### config.mk
export PLATFORM = sky130hd
export DESIGN_NAME = gbts_ctrl
export DESIGN_NICKNAME = d
export VERILOG_FILES = /design/src/rtl/gbts_pkg.sv /design/src/rtl/gbts_ctrl.sv
export SDC_FILE = /design/constraint.sdc
export NUM_CORES = 1
export LEC_CHECK = 0
export BUFFER_PORTS_ARGS = -buffer_cell sky130_fd_sc_hd__buf_2
export CAP_MARGIN = 20
export CORE_AREA = 4 4 41 43
export DETAILED_ROUTE_END_ITERATION = 10
export DIE_AREA = 0 0 45 47
export SLEW_MARGIN = 20
export SYNTH_ARGS = -nofsm -noshare
export SYNTH_HDL_FRONTEND = slang
export SYNTH_SLANG_ARGS = --single-unit
### constraint.sdc
create_clock -name clk -period 1.3 [get_ports clk]
set_clock_uncertainty 0.1 [all_clocks]
set_input_delay 0.26 -clock clk [delete_from_list [all_inputs] [get_ports clk]]
set_output_delay 0.26 -clock clk [all_outputs]
set_load 0.01 [all_outputs]
### src/rtl/gbts_pkg.sv
// Shared types and constants for the gap buffer text store.
package gbts_pkg;

  localparam int OP_W    = 2;
  localparam int CHAR_W  = 8;
  localparam int FIELD_W = 11;

  localparam logic [OP_W-1:0] OP_INSERT = 2'd0;
  localparam logic [OP_W-1:0] OP_DELETE = 2'd1;
  localparam logic [OP_W-1:0] OP_MOVE   = 2'd2;

  typedef struct packed {
    logic load;
    logic ins;
    logic del;
    logic clamp;
    logic rd_left;
    logic rd_shl;
    logic rd_shr;
    logic wr_shl;
    logic wr_shr;
    logic out_load;
  } gbts_cmd_t;

  typedef struct packed {
    logic [OP_W-1:0] op;
    logic            at_left;
    logic            at_right;
  } gbts_stat_t;

endpackage

### src/rtl/gbts_ctrl.sv
// Controller: sequences each edit item through the datapath.
module gbts_ctrl import gbts_pkg::*; (
  input  logic       clk,
  input  logic       rst_n,
  input  logic       in_valid,
  output logic       in_ready,
  output logic       out_valid,
  input  logic       out_ready,
  input  gbts_stat_t stat,
  output gbts_cmd_t  cmd
);

  typedef enum logic [2:0] {
    S_IDLE, S_EXEC, S_PEEK, S_STEP, S_WR_L, S_WR_R, S_LOAD
  } state_t;

  state_t state_r;
  logic   out_valid_r;

  assign in_ready  = (state_r == S_IDLE);
  assign out_valid = out_valid_r;

  always_comb begin
    cmd = '0;
    case (state_r)
      S_IDLE: cmd.load = in_valid;
      S_EXEC: begin
        case (stat.op)
          OP_INSERT: cmd.ins   = 1'b1;
          OP_DELETE: cmd.del   = 1'b1;
          OP_MOVE:   cmd.clamp = 1'b1;
          default:   ;
        endcase
      end
      S_PEEK: cmd.rd_left = 1'b1;
      S_STEP: begin
        if (stat.at_left) begin
          cmd.rd_shl = 1'b1;
        end else if (stat.at_right) begin
          cmd.rd_shr = 1'b1;
        end else begin
          cmd.rd_left = 1'b1;
        end
      end
      S_WR_L: cmd.wr_shl = 1'b1;
      S_WR_R: cmd.wr_shr = 1'b1;
      S_LOAD: cmd.out_load = !out_valid_r || out_ready;
      default: ;
    endcase
  end

  always_ff @(posedge clk) begin
    if (!rst_n) begin
      state_r     <= S_IDLE;
      out_valid_r <= 1'b0;
    end else begin
      if (cmd.out_load) begin
        out_valid_r <= 1'b1;
      end else if (out_ready) begin
        out_valid_r <= 1'b0;
      end
      case (state_r)
        S_IDLE: if (in_valid) state_r <= S_EXEC;
        S_EXEC: state_r <= (stat.op == OP_MOVE) ? S_STEP : S_PEEK;
        S_PEEK: state_r <= S_LOAD;
        S_STEP: begin
          if (stat.at_left) begin
            state_r <= S_WR_L;
          end else if (stat.at_right) begin
            state_r <= S_WR_R;
          end else begin
            state_r <= S_LOAD;
          end
        end
        S_WR_L: state_r <= S_STEP;
        S_WR_R: state_r <= S_STEP;
        S_LOAD: if (cmd.out_load) state_r <= S_IDLE;
        default: state_r <= S_IDLE;
      endcase
    end
  end

endmodule
Word-level counts from Yosys, hierarchy flattened. Cells that the tools add are included.

Register bits: 4. Output and inout bits: 12. Word-level logic and storage cells: 42.

Eq/ne operators: 10. Multiplexer cells: 23. Reductions and logical operators: 7.

Operator list (count): $pmux W3 S6 (1); $mux W1 (15); $eq A3 B3 Y1 const B (3); $mux W3 (3); $eq A3 B2 Y1 const B (2); $mux W2 (3); $ne A2 B2 Y1 const B (2); $eq A3 B1 Y1 const B (1); $logic_not A3 Y1 (1); $eq A2 B1 Y1 const B (1); $eq A2 B2 Y1 const B (1); $logic_not A2 Y1 (1); $pmux W1 S2 (1); $reduce_and A2 Y1 (1); $reduce_bool A2 Y1 (1); $reduce_or A2 Y1 (1); $logic_not A1 Y1 (1); $logic_or A1 B1 Y1 (1).

Logic depth before layout (Yosys ltp).
Depth in word-level cells: 5. Gate-level depth with buffers: 4.

Worst setup path before layout. No wires, ideal clock.

Path type: register to output. Start: reg state_r[1]. End: out cmd[9] in the netlist's numbering. Arrival time: 1.029 ns. Path slack: -0.089 ns. Stages on the path, launching flop included: 4. Buffers on the path: 1. Cell sequence: dfxtp_1 -> buf_6 -> nor3_1 -> and2_1.

RTL lines: start: declaration (RTL line gbts_ctrl.sv:17) `state_t state_r;`; start signal: assignment (RTL line gbts_ctrl.sv:64) `S_EXEC: state_r <= (stat.op == OP_MOVE) ? S_STEP : S_PEEK;`; end: declaration (RTL line gbts_ctrl.sv:10) `output gbts_cmd_t cmd`.

==> impl_results.md <==
* Total power at 0.789 mW
* WP data arrival at 1.09 ns
* Finished Layout Cells at 80
* Failing checks: setup timing
* N_diodes at 0
* Status: finished with violations
* Clock transition at path regs at 0.04 ns
* Distinct cell type count after synthesis at 24
* R2R setup slack at -0.01 ns
* Number of port buffers at 19
* Post-synth top area cell: dfxtp_1
* Period utilization at 112%
* CTS Buf Count at 3
* Die H at 47 um
* Clk buf depth at 2
* Fin. max-slew vios at 0
* Slowest cell on crit path: dfxtp_4
* Post-synthesis cell count at 38
* Core area at 1300 um2
* Crit Path Category: flop to primary output
* Max cap viols at 0
* GPL Wtd Cong at 0.740
* Slowest stage delay, CP at 0.36 ns
* Buf+Inv Stages, Crit Path at 1
* Pin count of the biggest net entering global routing at 11
* DR pass1 iterations at 4
* # IOs at 20
* Fin Hold WS at 0.192 ns
* Initial DRC Count at 2
* Clk root buf: clkbuf_4
* CP Max Fanout at 6
* Critical-path cell list: nand3b_4 > nor3b_4 > buf_2
* CTS tree: yes
* Vias per inst at 4.51
* CTS Sinks at 4
* First-pass GRT wire length at 1350 um
* Syn_nets at 46
* Residual DRC count at 0
* Setup ws final at -0.152 ns
* Power Density at 1480 nW/um2
* Startpoint type of the worst setup path: flop
* Leak at 0.284 nW
* RSZ-0062 raised after global routing: yes
* Final Setup Violations at 12
* Die Area at 2120 um2
* Initial Utilization at 24.3%
* Worst path required time at 0.94 ns
* Area growth, synth to finish at 68.4%
* DRT Wirelength at 895 um
* FMAX at 689 MHz
* Yosys warns at 0
* Post-synthesis sequential area ratio at 25.3%
* CTS H-Tree Depth at 1
* Row cnt at 13
* Vias in the first global route at 343
* Fillcell total at 139
* Peak VDD IR at 0.674 mV
* Worst Tran Pin Value at 0.208 ns
* Final min period at 1.45 ns
* Min-delay worst type: input pin to flop
* Share of cells above drive strength 1 at 66.2%
* Initial antenna violation count at 0
* Final hold vios at 0
* Critical path's top delay family: flip-flops
* Post-DRT Antenna Nets at 0
* Worst-skew pair later-pin latency at 0.24 ns
* Fin nets at 75
* Grt total ovfl at 0
* CP endpoint kind: primary output
* Placed Cells at 75
* Hpwl dp at 624 um
* Yosys reg bits at 4
* Post-synth top area share at 25.3%
* Via count at 361
* Drt wl/cell at 11.2 um
* Die width at 45 um
* Slew HR at 86.0%
* Post-Syn Area at 317 um2
* Total track usage at 9.08%
* Synth area leaders: dfxtp_1 25%, buf_6 7.1%, nand3b_4 6.3%, nor3b_4 5.9%, a21oi_1 4.7%
* Syn Area/Cell at 8.33 um2
power by group:
part / switching [mW] / internal (mW)
clock: 0.0534 / 0.103
sequential: 0.0737 / 0.165
combinational: 0.177 / 0.216
total: 0.304 / 0.485
worst register-to-register path, delay by kind of cell (launching register included):
| kind | cells | cell delay [ns] |
|---|---|---|
| flip-flops | 1 | 0.36 |
| AND/OR/NAND/NOR | 1 | 0.27 |
| AO/OA/AOI/OAI | 2 | 0.20 |
| buffers and inverters | 2 | 0.27 |
final timing paths:
kind / depth (start not counted) / end / startpoint
max reg2reg: 5 / state_r[0]$_SDFFE_PN0P_ / state_r[2]$_SDFFE_PN0P_
min reg2reg: 2 / out_valid$_SDFFE_PN0P_ / out_valid$_SDFFE_PN0P_
min: 2 / state_r[1]$_SDFFE_PN0P_ / rst_n
max: 3 / cmd[3] / state_r[2]$_SDFFE_PN0P_
routing by layer:
layer | global-route usage [%] | up-vias | part of all wire [%]
met5 | 0 | - | 0
met4 | 8.77 | 0 | 2.8
met3 | 1.15 | 2 | 6.8
met2 | 14.1 | 14 | 47
met1 | 10.7 | 157 | 43
li1 | - | 188 | -
cell type report:
class / instances / area (um2) / share of cell area (%)
well taps: 15 / 18.8 / 3.52
clock buffers: 3 / 22.5 / 4.23
repair buffers: 27 / 163 / 30.5
flip-flops and latches: 4 / 91.3 / 17.1
inverters: 2 / 7.51 / 1.41
multi-input cells: 29 / 230 / 43.2
state kept, by name (all words and copies together) (netlist names):
| name | cells |
|---|---|
| out_valid | 1 |
| state_r | 3 |
timing repair:
item / 4_1_cts / 5_1_grt
hold buffers: 0 / 0
endpoints found under the setup margin: 12 / 12
pin swaps: 2 / 3
gates cloned: 0 / 0
resized for setup: 12 / 2
setup buffers: 2 / 0
cell families (layout without fill, tap and decap cells):
family / after synthesis / count (layout) / synth area share [%]
AND/OR/NAND/NOR: 21 / 21 / 46.6
buffers and inverters: 5 / 32 / 11.9
flip-flops: 4 / 4 / 25.3
AO/OA/AOI/OAI: 8 / 8 / 16.2
layout by cell type (no fill, tap or decap), types with 2 or more instances in the layout:
cell	netlist	routed
buf_6	2	2
buf_2	0	19
clkbuf_4	0	3
nor2_1	4	3
nor3b_2	0	2
nor3_2	0	2
buf_4	1	6
inv_1	2	2
dfxtp_4	0	3
a21oi_1	3	3
synthesized netlist by cell type (all sizes together):
| library cell | n |
|---|---|
| o21ai | 1 |
| a31oi | 1 |
| a21boi | 1 |
| dfxtp | 4 |
| a21oi | 3 |
| buf | 3 |
| nand2b | 1 |
| o21a | 1 |
| and3 | 1 |
| inv | 2 |
| nand2 | 2 |
| nor4 | 1 |
| and2 | 1 |
| nor2 | 4 |
| o211a | 1 |
| or2b | 1 |
| nor2b | 1 |
| nor3b | 3 |
| nand3b | 2 |
| or3b | 1 |
| nor3 | 3 |
per-stage QoR:
step | setup TNS [ns] | cell area, um2 | util, % | worst slack, ns
2_1_floorplan | 0 | 327 | - | 0.0277
3_3_place_gp | -0.247 | 455 | 35.0 | -0.0728
3_5_place_dp | -0.338 | 455 | 35.0 | -0.0854
4_1_cts | -1.21 | 528 | 40.6 | -0.177
5_1_grt | -1.95 | 533 | 41.0 | -0.229
6_report | -1.15 | 533 | 41.0 | -0.152
(Power assumes the default switching activity.)
